`src/sv/expression_token_lexer_assert.svh`:
```
// ----------------------------------------------------------------------------
// Expression token lexer assertion macros
// Shared property macros for the lexer modules. They expand to nothing
// when SYNTH is defined.
// ----------------------------------------------------------------------------
`ifndef EXPRESSION_TOKEN_LEXER_ASSERT_SVH
`define EXPRESSION_TOKEN_LEXER_ASSERT_SVH

`ifndef SYNTH

// Consequent must hold in the same cycle as the antecedent.
`define ETL_ASSERT_IMP(lbl, clk, rst_n, ante, cons) \
    lbl: assert property (@(posedge clk) disable iff (!rst_n) (ante) |-> (cons)) \
        else $error("lexer assertion failed");

// Consequent must hold in the cycle after the antecedent.
`define ETL_ASSERT_NXT(lbl, clk, rst_n, ante, cons) \
    lbl: assert property (@(posedge clk) disable iff (!rst_n) (ante) |=> (cons)) \
        else $error("lexer assertion failed");

`else

`define ETL_ASSERT_IMP(lbl, clk, rst_n, ante, cons)
`define ETL_ASSERT_NXT(lbl, clk, rst_n, ante, cons)

`endif

`endif

```
`src/sv/etl_pkg.sv`:
```
// ----------------------------------------------------------------------------
// Expression token lexer package
// Types, character codes, token kinds and classification helpers shared
// by the lexer modules.
// ----------------------------------------------------------------------------
`default_nettype none

package etl_pkg;

    // Default width of the character position counter.
    localparam int POS_BITS_DEF = 16;

    // Token queue between the scanner and the output stage.
    localparam int QUEUE_DEPTH = 4;
    localparam int QUEUE_AW    = $clog2(QUEUE_DEPTH);

    // Saturation value of the token length.
    localparam logic [15:0] LEN_MAX = 16'hFFFF;

    // Token kinds.
    localparam logic [2:0] KIND_INT   = 3'd0;
    localparam logic [2:0] KIND_DEC   = 3'd1;
    localparam logic [2:0] KIND_IDENT = 3'd2;
    localparam logic [2:0] KIND_CONST = 3'd3;
    localparam logic [2:0] KIND_IMAG  = 3'd4;
    localparam logic [2:0] KIND_OPER  = 3'd5;
    localparam logic [2:0] KIND_ERROR = 3'd6;

    // Character codes.
    localparam logic [7:0] CH_SPACE  = 8'h20;
    localparam logic [7:0] CH_PLUS   = 8'h2B;
    localparam logic [7:0] CH_MINUS  = 8'h2D;
    localparam logic [7:0] CH_STAR   = 8'h2A;
    localparam logic [7:0] CH_SLASH  = 8'h2F;
    localparam logic [7:0] CH_PCT    = 8'h25;
    localparam logic [7:0] CH_CARET  = 8'h5E;
    localparam logic [7:0] CH_LPAREN = 8'h28;
    localparam logic [7:0] CH_RPAREN = 8'h29;
    localparam logic [7:0] CH_LBRACK = 8'h5B;
    localparam logic [7:0] CH_RBRACK = 8'h5D;
    localparam logic [7:0] CH_DOT    = 8'h2E;
    localparam logic [7:0] CH_0      = 8'h30;
    localparam logic [7:0] CH_9      = 8'h39;
    localparam logic [7:0] CH_LA     = 8'h61;
    localparam logic [7:0] CH_LZ     = 8'h7A;
    localparam logic [7:0] CH_UA     = 8'h41;
    localparam logic [7:0] CH_UZ     = 8'h5A;
    localparam logic [7:0] CH_E      = 8'h65;
    localparam logic [7:0] CH_I      = 8'h69;
    localparam logic [7:0] CH_P      = 8'h70;

    // Scanner modes.
    typedef enum logic [1:0] {
        MODE_IDLE = 2'd0,
        MODE_INT  = 2'd1,
        MODE_DEC  = 2'd2,
        MODE_WORD = 2'd3
    } t_mode;

    // One token as it leaves the block.
    typedef struct packed {
        logic [15:0] len;
        logic [15:0] start;
        logic [2:0]  kind;
    } t_tok;

    // All tokens caused by one character.
    typedef struct packed {
        t_tok tok0;
        t_tok tok1;
        logic two;
        logic fin;
    } t_entry;

    function automatic logic is_digit(input logic [7:0] c);
        return (c >= CH_0) && (c <= CH_9);
    endfunction

    function automatic logic is_letter(input logic [7:0] c);
        return ((c >= CH_LA) && (c <= CH_LZ)) || ((c >= CH_UA) && (c <= CH_UZ));
    endfunction

    function automatic logic is_op(input logic [7:0] c);
        return (c == CH_PLUS) || (c == CH_MINUS) || (c == CH_STAR) ||
               (c == CH_SLASH) || (c == CH_PCT) || (c == CH_CARET) ||
               (c == CH_LPAREN) || (c == CH_RPAREN) || (c == CH_LBRACK) ||
               (c == CH_RBRACK);
    endfunction

    // Kind of the token held by a scanner mode.
    function automatic logic [2:0] mode_kind(input t_mode mode, input logic [1:0] wlen,
                                             input logic [7:0] first,
                                             input logic [7:0] second);
        logic [2:0] kind;
        kind = KIND_IDENT;
        if (mode == MODE_INT) begin
            kind = KIND_INT;
        end else if (mode == MODE_DEC) begin
            kind = KIND_DEC;
        end else if (wlen == 2'd1 && first == CH_E) begin
            kind = KIND_CONST;
        end else if (wlen == 2'd1 && first == CH_I) begin
            kind = KIND_IMAG;
        end else if (wlen == 2'd2 && first == CH_P && second == CH_I) begin
            kind = KIND_CONST;
        end
        return kind;
    endfunction

endpackage

`default_nettype wire

```
`src/sv/etl_front.sv`:
```
// ----------------------------------------------------------------------------
// Expression token lexer scanner
// Takes one character per cycle unless i_full, updates the scan mode and hands
// every token that the character completes to the token queue as one word.
// ----------------------------------------------------------------------------
`default_nettype none

`include "expression_token_lexer_assert.svh"

module etl_front #(
    parameter int POS_BITS = etl_pkg::POS_BITS_DEF
) (
    input  wire                 i_clk,
    input  wire                 i_rst_n,
    input  wire                 i_valid,
    output logic                o_ready,
    input  wire  [7:0]          i_char,
    input  wire                 i_final,
    output logic                o_push,
    output etl_pkg::t_entry     o_entry,
    input  wire                 i_full
);

    // Scanner state.
    etl_pkg::t_mode        r_mode, n_mode, m_mode;
    logic [POS_BITS-1:0]   r_pos, n_pos;
    logic [POS_BITS-1:0]   r_begin, m_begin;
    logic [15:0]           r_len, m_len, len_inc;
    logic [7:0]            r_first, m_first;
    logic [7:0]            r_second, m_second;
    logic [1:0]            r_wlen, m_wlen;

    logic                  accept;
    logic                  c_digit, c_letter, c_op, c_dot, c_space;
    logic                  extend;
    logic                  va, vb, vc;
    etl_pkg::t_tok         tok_a, tok_b, tok_c;

    // Positions widened so that the low 16 bits can always be taken.
    logic [POS_BITS+15:0]  pos_ext, begin_ext, mbegin_ext;

    assign pos_ext    = {16'd0, r_pos};
    assign begin_ext  = {16'd0, r_begin};
    assign mbegin_ext = {16'd0, m_begin};

    assign o_ready = !i_full;
    assign accept  = i_valid && !i_full;

    // Character classes.
    always_comb begin
        c_digit  = etl_pkg::is_digit(i_char);
        c_letter = etl_pkg::is_letter(i_char);
        c_op     = etl_pkg::is_op(i_char);
        c_dot    = (i_char == etl_pkg::CH_DOT);
        c_space  = (i_char == etl_pkg::CH_SPACE);
    end

    // Next mode and the tokens that this character emits.
    always_comb begin
        unique case (r_mode)
            etl_pkg::MODE_INT:  extend = c_digit || c_dot;
            etl_pkg::MODE_DEC:  extend = c_digit;
            etl_pkg::MODE_WORD: extend = c_digit || c_letter;
            default:            extend = 1'b0;
        endcase

        len_inc  = (r_len == etl_pkg::LEN_MAX) ? r_len : r_len + 16'd1;
        m_mode   = r_mode;
        m_begin  = r_begin;
        m_len    = r_len;
        m_first  = r_first;
        m_second = r_second;
        m_wlen   = r_wlen;

        if (extend) begin
            m_len = len_inc;
            if (r_mode == etl_pkg::MODE_INT && c_dot) begin
                m_mode = etl_pkg::MODE_DEC;
            end
            if (r_mode == etl_pkg::MODE_WORD) begin
                if (r_wlen == 2'd1) begin
                    m_second = i_char;
                end
                if (r_wlen != 2'd3) begin
                    m_wlen = r_wlen + 2'd1;
                end
            end
        end else begin
            m_mode = etl_pkg::MODE_IDLE;
            if (c_digit) begin
                m_mode  = etl_pkg::MODE_INT;
                m_begin = r_pos;
                m_len   = 16'd1;
            end else if (c_letter) begin
                m_mode   = etl_pkg::MODE_WORD;
                m_begin  = r_pos;
                m_len    = 16'd1;
                m_first  = i_char;
                m_second = 8'd0;
                m_wlen   = 2'd1;
            end
        end

        // Token ended by this character.
        va         = !extend && (r_mode != etl_pkg::MODE_IDLE);
        tok_a.kind = etl_pkg::mode_kind(r_mode, r_wlen, r_first, r_second);
        tok_a.start = begin_ext[15:0];
        tok_a.len  = r_len;

        // Operator or error character standing alone.
        vb         = !extend && !c_space && !c_digit && !c_letter;
        tok_b.kind = c_op ? etl_pkg::KIND_OPER : etl_pkg::KIND_ERROR;
        tok_b.start = pos_ext[15:0];
        tok_b.len  = 16'd1;

        // Token still open at the end of the text.
        vc         = i_final && (m_mode != etl_pkg::MODE_IDLE);
        tok_c.kind = etl_pkg::mode_kind(m_mode, m_wlen, m_first, m_second);
        tok_c.start = mbegin_ext[15:0];
        tok_c.len  = m_len;

        // Keep the first two valid tokens in order.
        o_entry.tok0 = va ? tok_a : (vb ? tok_b : tok_c);
        o_entry.tok1 = (va && vb) ? tok_b : tok_c;
        o_entry.two  = (va && vb) || (va && vc) || (vb && vc);
        o_entry.fin  = i_final;
        o_push       = accept && (va || vb || vc);

        n_mode = i_final ? etl_pkg::MODE_IDLE : m_mode;
        n_pos  = i_final ? '0 : r_pos + {{(POS_BITS-1){1'b0}}, 1'b1};
    end

    // State register.
    always_ff @(posedge i_clk) begin
        if (!i_rst_n) begin
            r_mode   <= etl_pkg::MODE_IDLE;
            r_pos    <= '0;
            r_begin  <= '0;
            r_len    <= 16'd0;
            r_first  <= 8'd0;
            r_second <= 8'd0;
            r_wlen   <= 2'd0;
        end else if (accept) begin
            r_mode   <= n_mode;
            r_pos    <= n_pos;
            r_begin  <= m_begin;
            r_len    <= m_len;
            r_first  <= m_first;
            r_second <= m_second;
            r_wlen   <= m_wlen;
        end
    end

    // A word never enters the queue while it is full.
    `ETL_ASSERT_IMP(a_no_push_full, i_clk, i_rst_n, o_push, !i_full)

endmodule

`default_nettype wire

```
`src/sv/etl_fifo.sv`:
```
// ----------------------------------------------------------------------------
// Expression token lexer token queue
// Short register queue of token words between the scanner and the
// output stage.
// ----------------------------------------------------------------------------
`default_nettype none

`include "expression_token_lexer_assert.svh"

module etl_fifo (
    input  wire              i_clk,
    input  wire              i_rst_n,
    input  wire              i_push,
    input  etl_pkg::t_entry  i_data,
    output logic             o_full,
    input  wire              i_pop,
    output etl_pkg::t_entry  o_data,
    output logic             o_empty
);

    // Fill count of a full queue.
    localparam logic [etl_pkg::QUEUE_AW:0] DEPTH_COUNT =
        (etl_pkg::QUEUE_AW+1)'(etl_pkg::QUEUE_DEPTH);

    etl_pkg::t_entry              r_slot [etl_pkg::QUEUE_DEPTH];
    logic [etl_pkg::QUEUE_AW-1:0] r_wr, r_rd;
    logic [etl_pkg::QUEUE_AW:0]   r_count;
    logic                         do_push, do_pop;

    assign o_full  = (r_count == DEPTH_COUNT);
    assign o_empty = (r_count == '0);
    assign do_push = i_push && !o_full;
    assign do_pop  = i_pop && !o_empty;
    assign o_data  = r_slot[r_rd];

    // Slot storage.
    always_ff @(posedge i_clk) begin
        if (do_push) begin
            r_slot[r_wr] <= i_data;
        end
    end

    // Pointers and fill count.
    always_ff @(posedge i_clk) begin
        if (!i_rst_n) begin
            r_wr    <= '0;
            r_rd    <= '0;
            r_count <= '0;
        end else begin
            if (do_push) begin
                r_wr <= r_wr + 1'b1;
            end
            if (do_pop) begin
                r_rd <= r_rd + 1'b1;
            end
            if (do_push && !do_pop) begin
                r_count <= r_count + 1'b1;
            end else if (do_pop && !do_push) begin
                r_count <= r_count - 1'b1;
            end
        end
    end

    // The fill count never runs past the depth.
    `ETL_ASSERT_IMP(a_count_bound, i_clk, i_rst_n, 1'b1, r_count <= DEPTH_COUNT)

endmodule

`default_nettype wire

```
`src/sv/etl_back.sv`:
```
// ----------------------------------------------------------------------------
// Expression token lexer output stage
// Takes token words from the queue and sends their tokens out one per
// word on the output stream, marking run and text ends.
// ----------------------------------------------------------------------------
`default_nettype none

`include "expression_token_lexer_assert.svh"

module etl_back (
    input  wire              i_clk,
    input  wire              i_rst_n,
    input  etl_pkg::t_entry  i_data,
    input  wire              i_empty,
    output logic             o_pop,
    output logic             o_valid,
    input  wire              i_ready,
    output etl_pkg::t_tok    o_tok,
    output logic             o_run_end,
    output logic             o_text_end
);

    etl_pkg::t_entry r_entry;
    logic            r_busy;
    logic            r_idx;
    logic            last;
    logic            take;

    // Current token and its end marks.
    assign last       = r_idx || !r_entry.two;
    assign take       = r_busy && i_ready;
    assign o_valid    = r_busy;
    assign o_tok      = r_idx ? r_entry.tok1 : r_entry.tok0;
    assign o_run_end  = last;
    assign o_text_end = last && r_entry.fin;
    assign o_pop      = !i_empty && (!r_busy || (take && last));

    // Held word payload.
    always_ff @(posedge i_clk) begin
        if (o_pop) begin
            r_entry <= i_data;
        end
    end

    // Word and token position control.
    always_ff @(posedge i_clk) begin
        if (!i_rst_n) begin
            r_busy <= 1'b0;
            r_idx  <= 1'b0;
        end else if (o_pop) begin
            r_busy <= 1'b1;
            r_idx  <= 1'b0;
        end else if (take) begin
            if (last) begin
                r_busy <= 1'b0;
                r_idx  <= 1'b0;
            end else begin
                r_idx <= 1'b1;
            end
        end
    end

    // The second token is only shown for a word that carries two.
    `ETL_ASSERT_IMP(a_second_needs_two, i_clk, i_rst_n, r_busy && r_idx, r_entry.two)
    // After the first of two tokens is taken, the second one follows.
    `ETL_ASSERT_NXT(a_second_follows, i_clk, i_rst_n, take && !last, r_busy && r_idx)

endmodule

`default_nettype wire

```
`src/sv/expression_token_lexer.sv`:
```
// ----------------------------------------------------------------------------
// Expression token lexer
// Splits a character stream into arithmetic expression tokens, each
// given as kind, start position and length.
// ----------------------------------------------------------------------------
//  Channel  Direction  Word                      tlast        tuser
//  s_axis   in         character                 final_char   -
//  m_axis   out        kind, start, length       text_end     run_end
//
//  One character is taken every cycle while s_axis_tready is high; the scanner
//  finishes it in that cycle. The first token of a character passes through the
//  token queue and the output stage register before it shows on m_axis.
//  The output stage sends one token per cycle while m_axis_tready is high, so
//  a character that ends a token and adds an operator or closes the text yields
//  two tokens. A four-word token queue absorbs output stalls; s_axis_tready
//  falls when it is full. Reset is synchronous.
// ----------------------------------------------------------------------------
`default_nettype none

`include "expression_token_lexer_assert.svh"

module expression_token_lexer #(
    parameter int POS_BITS = etl_pkg::POS_BITS_DEF
) (
    input  wire          i_clk,
    input  wire          i_rst_n,
    input  wire          s_axis_tvalid,
    output logic         s_axis_tready,
    input  wire  [7:0]   s_axis_tdata,   // [7:0] character
    input  wire          s_axis_tlast,
    output logic         m_axis_tvalid,
    input  wire          m_axis_tready,
    output logic [39:0]  m_axis_tdata,   // [2:0] kind, [18:3] start, [34:19] length
    output logic         m_axis_tlast,
    output logic         m_axis_tuser    // [0] run_end
);

    logic            push, full, pop, empty;
    etl_pkg::t_entry in_word, out_word;
    etl_pkg::t_tok   tok;

    // Scanner.
    etl_front #(
        .POS_BITS (POS_BITS)
    ) u_front (
        .i_clk   (i_clk),
        .i_rst_n (i_rst_n),
        .i_valid (s_axis_tvalid),
        .o_ready (s_axis_tready),
        .i_char  (s_axis_tdata),
        .i_final (s_axis_tlast),
        .o_push  (push),
        .o_entry (in_word),
        .i_full  (full)
    );

    // Token queue.
    etl_fifo u_fifo (
        .i_clk   (i_clk),
        .i_rst_n (i_rst_n),
        .i_push  (push),
        .i_data  (in_word),
        .o_full  (full),
        .i_pop   (pop),
        .o_data  (out_word),
        .o_empty (empty)
    );

    // Output stage.
    etl_back u_back (
        .i_clk      (i_clk),
        .i_rst_n    (i_rst_n),
        .i_data     (out_word),
        .i_empty    (empty),
        .o_pop      (pop),
        .o_valid    (m_axis_tvalid),
        .i_ready    (m_axis_tready),
        .o_tok      (tok),
        .o_run_end  (m_axis_tuser),
        .o_text_end (m_axis_tlast)
    );

    assign m_axis_tdata = {5'd0, tok.len, tok.start, tok.kind};

    // The end of the text is always also the end of a run.
    `ETL_ASSERT_IMP(a_text_end_run_end, i_clk, i_rst_n, m_axis_tvalid && m_axis_tlast, m_axis_tuser)

endmodule

`default_nettype wire

```
`config.mk`:
```
export PLATFORM = sky130hd
export DESIGN_NAME = expression_token_lexer
export DESIGN_NICKNAME = d
export VERILOG_FILES = /design/src/sv/etl_pkg.sv /design/src/sv/etl_front.sv /design/src/sv/etl_fifo.sv /design/src/sv/etl_back.sv /design/src/sv/expression_token_lexer.sv
export VERILOG_INCLUDE_DIRS = /design/src /design/src/sv
export SDC_FILE = /design/constraint.sdc
export NUM_CORES = 1
export LEC_CHECK = 0
export BUFFER_PORTS_ARGS = -buffer_cell sky130_fd_sc_hd__buf_2
export CAP_MARGIN = 20
export CORE_AREA = 2 2 186 188
export CTS_CLUSTER_SIZE = 20
export DETAILED_ROUTE_END_ITERATION = 16
export DIE_AREA = 0 0 188 190
export GPL_TIMING_DRIVEN = 0
export PLACE_DENSITY = 0.73
export SYNTH_ARGS = -nofsm -noshare
export SYNTH_HDL_FRONTEND = slang
export SYNTH_SLANG_ARGS = --single-unit
```
`constraint.sdc`:
```
create_clock -name i_clk -period 5.6 [get_ports i_clk]
set_input_delay 0.56 -clock i_clk [delete_from_list [all_inputs] [get_ports i_clk]]
set_output_delay 0.56 -clock i_clk [all_outputs]
set_load 0.05 [all_outputs]
```
==> flow_metrics.env <==
export IMPL_multi_input_area_mm2=0.00564
export IMPL_peakVddDrop_mv=0.279
export IMPL_postLayoutSetupSlackWorst_ns=2.01
export IMPL_drt_first_pass_iters=5
export IMPL_swShare=0.296
export IMPL_antenna_found_initial=1
export IMPL_grt_pass1_wl_mm=61.5
export IMPL_nets=1293
export IMPL_postLayoutCoreUtil=0.618
export IMPL_hold_class="input port to register"
export IMPL_p_seq_frac=0.443
export IMPL_post_cts_resized=0
export IMPL_fp_dieW_um=188
export IMPL_hold_violations=0
export IMPL_post_synth_top_count_cell="edfxtp_1"
export IMPL_grt_overflow_total=0
export IMPL_grt_setup_unrepaired="false"
export IMPL_fin_crit_sh=0.641
export IMPL_p_per_area_mw_per_mm2=455
export IMPL_seq_area_frac_synth=0.672
export IMPL_postRouteAntennaNets=0
export IMPL_fmaxAchievable_ghz=0.278
export IMPL_crit_type="register to primary output"
export IMPL_status="finished, final reports clean"
export IMPL_core_area_mm2=0.0339
export IMPL_grt_use_total=0.228
export IMPL_ys_ff_latch=437
export IMPL_synth_cells=1160
export IMPL_wirelength_mm=39.9
export IMPL_finalMaxSlewViolations=0
export IMPL_grt_start_max_net_pins=56
export IMPL_hold_buffers=0
export IMPL_worstSkewPairLatency_ns=0.56
export IMPL_num_io_pins=57
export IMPL_cts_root_buf="clkbuf_16"
export IMPL_clock_sinks=437
export IMPL_fill_cells=2488
export IMPL_yosys_top_cells_count="edfxtp_1 (360), nor2_1 (107), dfxtp_1 (77), mux4_2 (72), nand2_1 (61)"
export IMPL_wl_per_cell_um=22.7
export IMPL_yosysWarnings=0
export IMPL_antennaDiodeCount=0
export IMPL_cts_made_buffers=44
export IMPL_p_leak_nw=7.27
export IMPL_worstPathArrival_ns=3.03
export IMPL_place_area_mm2=0.0194
export IMPL_setup_viol=0
export IMPL_vias_per_cell=5.98
export IMPL_synth_area_leader_cell="edfxtp_1"
export IMPL_place_ws_ns=1.83
export IMPL_start_kind="register"
export IMPL_avgSynthCellArea_um2=15.8
export IMPL_async_flop_share=0
export IMPL_htreeDepth=2
export IMPL_clk_path_buf_depth=3
export IMPL_start_util=0.541
export IMPL_place_congestion=0.879
export IMPL_fin_cells=1762
export IMPL_p_switching_mw=2.83
export IMPL_p_comb_frac=0.241
export IMPL_cts_setup_buffers=0
export IMPL_total_power_mw=9.54
export IMPL_dieArea_mm2=0.0357
export IMPL_drc=0
export IMPL_clockPowerShare=0.316
export IMPL_grt_pass1_vias=10500
export IMPL_portBuffers=50
export IMPL_worst_pin_slew_ns=1.05
export IMPL_rows=68
export IMPL_design_area_mm2=0.0210
export IMPL_clk_pin_slew_ns=0.06
export IMPL_critical_path_max_fanout=10
export IMPL_register_area_mm2=0.0124
export IMPL_crit_path_end_kind="primary output"
export IMPL_min_period_ns=3.59
export IMPL_vias=10500
export IMPL_drive_gt1_frac=0.245
export IMPL_areaGrowthSynthToFinish_pct=14.1
export IMPL_synth_ff_type="edfxtp_1"
export IMPL_cp_required_ns=5.04
export IMPL_max_slew_margin_rel=0.302
export IMPL_dieHeight_um=190
export IMPL_ys_top_cells_by_area="edfxtp_1 (59%), mux4_2 (8.8%), dfxtp_1 (8.4%)"
export IMPL_yosysTopAreaCellShare=0.588
export IMPL_cap_violations=0
export IMPL_synth_edff_count=360
export IMPL_intPower_mw=6.71
export IMPL_drtIter0Drc=892
export IMPL_skew_ns=0.0249
export IMPL_cts_tree="built"
export IMPL_synth_cell_types=86
export IMPL_synth_area_mm2=0.0184
export IMPL_place_inst=1678
export IMPL_dp_hpwl_mm=25.6
[per-stage QoR]
| stage | TNS [ns] | hold slack (ns) |
|---|---|---|
| after floorplan | 0 | 0.418 |
| after global placement | -75.80 | 0.432 |
| after detailed placement | 0 | 0.434 |
| after CTS | 0 | 0.339 |
| after global routing | 0 | 0.344 |
| final | 0 | 0.368 |
[metal layers]
layer / GRT usage / part of all wire / vias to the layer above
met5: 0 / 0.00033 / -
met4: 0.0751 / 0.029 / 2
met3: 0.0404 / 0.066 / 90
met2: 0.372 / 0.48 / 390
met1: 0.315 / 0.43 / 5305
li1: - / - / 4753
[area by class of cell]
class,count,area share
plain buffers,68,0.0166
clock buffers,64,0.0604
clock inverters,17,0.0110
inverters,17,0.00304
multi-input cells,642,0.269
flip-flops and latches,437,0.589
well taps,455,0.0272
repair buffers,62,0.0235
[kinds of logic (layout without fill, tap and decap cells)]
logic type / count (synthesis) / after routing / share of synthesized area
buf+inv: 85 / 228 / 0.0225
xor+xnor: 16 / 16 / 0.00763
simple gates: 271 / 271 / 0.0756
fa+ha+maj: 8 / 8 / 0.00586
other cells: 1 / 5 / 0.000204
flops: 437 / 437 / 0.672
mux: 172 / 172 / 0.150
compound gates: 170 / 170 / 0.0664
[worst max-delay path, stage by stage, from the launching register on]
cell and delay (ns):
dfxtp_1 0.30, clkbuf_1 0.64, buf_1 0.85, mux2_2 0.45
buf_2 0.22
[state kept, by name (all words and copies together), names as in the netlist]
| signal | flops |
|---|---|
| u_front.r_len | 16 |
| u_fifo.r_slot | 288 |
| u_fifo.r_rd | 2 |
| u_front.r_wlen | 2 |
| u_front.r_mode | 2 |
| u_front.r_begin | 16 |
| u_fifo.r_count | 3 |
| u_fifo.r_wr | 2 |
| u_back.r_entry | 72 |
| u_back.o_valid | 1 |
| u_front.r_pos | 16 |
| u_back.r_idx | 1 |
| u_front.r_second | 8 |
| u_front.r_first | 8 |
[layout by cell type (no fill, tap or decap), types with 6 or more instances in the layout]
cell type  synthesis  final
a211oi_1           8      8
inv_1             16     16
mux2_2            45     45
edfxtp_1         360    360
buf_6              5      6
a21oi_1           47     46
o21ai_1            8      8
nor2_1           107    107
o22ai_1            9      9
nand4_1            7      7
mux2_4            10     10
nand3_1           17     17
a32oi_1            6      6
nand2b_1           6      6
mux2i_1           30     30
a22oi_1           14     14
dfxtp_1           77     77
buf_4              7      7
or3_1              9      9
ha_1               7      7
mux4_2            72     72
a22o_1             6      6
clkbuf_8           0      7
buf_1             12     12
clkbuf_16          0     45
mux2_1            15     15
and2_1            16     12
xor2_1            11     11
nand2_1           61     61
o21ai_0           27     27
clkbuf_1          28     40
buf_2             15     65
[power groups by stage]
stage | sequential (mW) | combinational [mW] | clock [mW]
after floorplan | 4.29 | 1.65 | 0
after global placement | 4.34 | 2.18 | 0
after detailed placement | 4.30 | 2.31 | 0
after CTS | 4.23 | 2.32 | 3.06
after global routing | 4.26 | 2.44 | 3.21
final | 4.23 | 2.30 | 3.01
[worst paths after layout]
path,start,cells after the start,slack [ns],end
worst max-delay path,u_back.r_idx,4,2.01,m_axis_tdata[33]
worst min-delay path,s_axis_tlast,1,0.37,u_fifo.r_slot[2][0]
worst max register to register,u_fifo.r_count[0],10,2.49,u_fifo.r_count[2]
worst min register to register,u_front.r_first[7],2,0.44,u_front.r_first[7]
No activity file was read; power rests on OpenSTA's default activity.
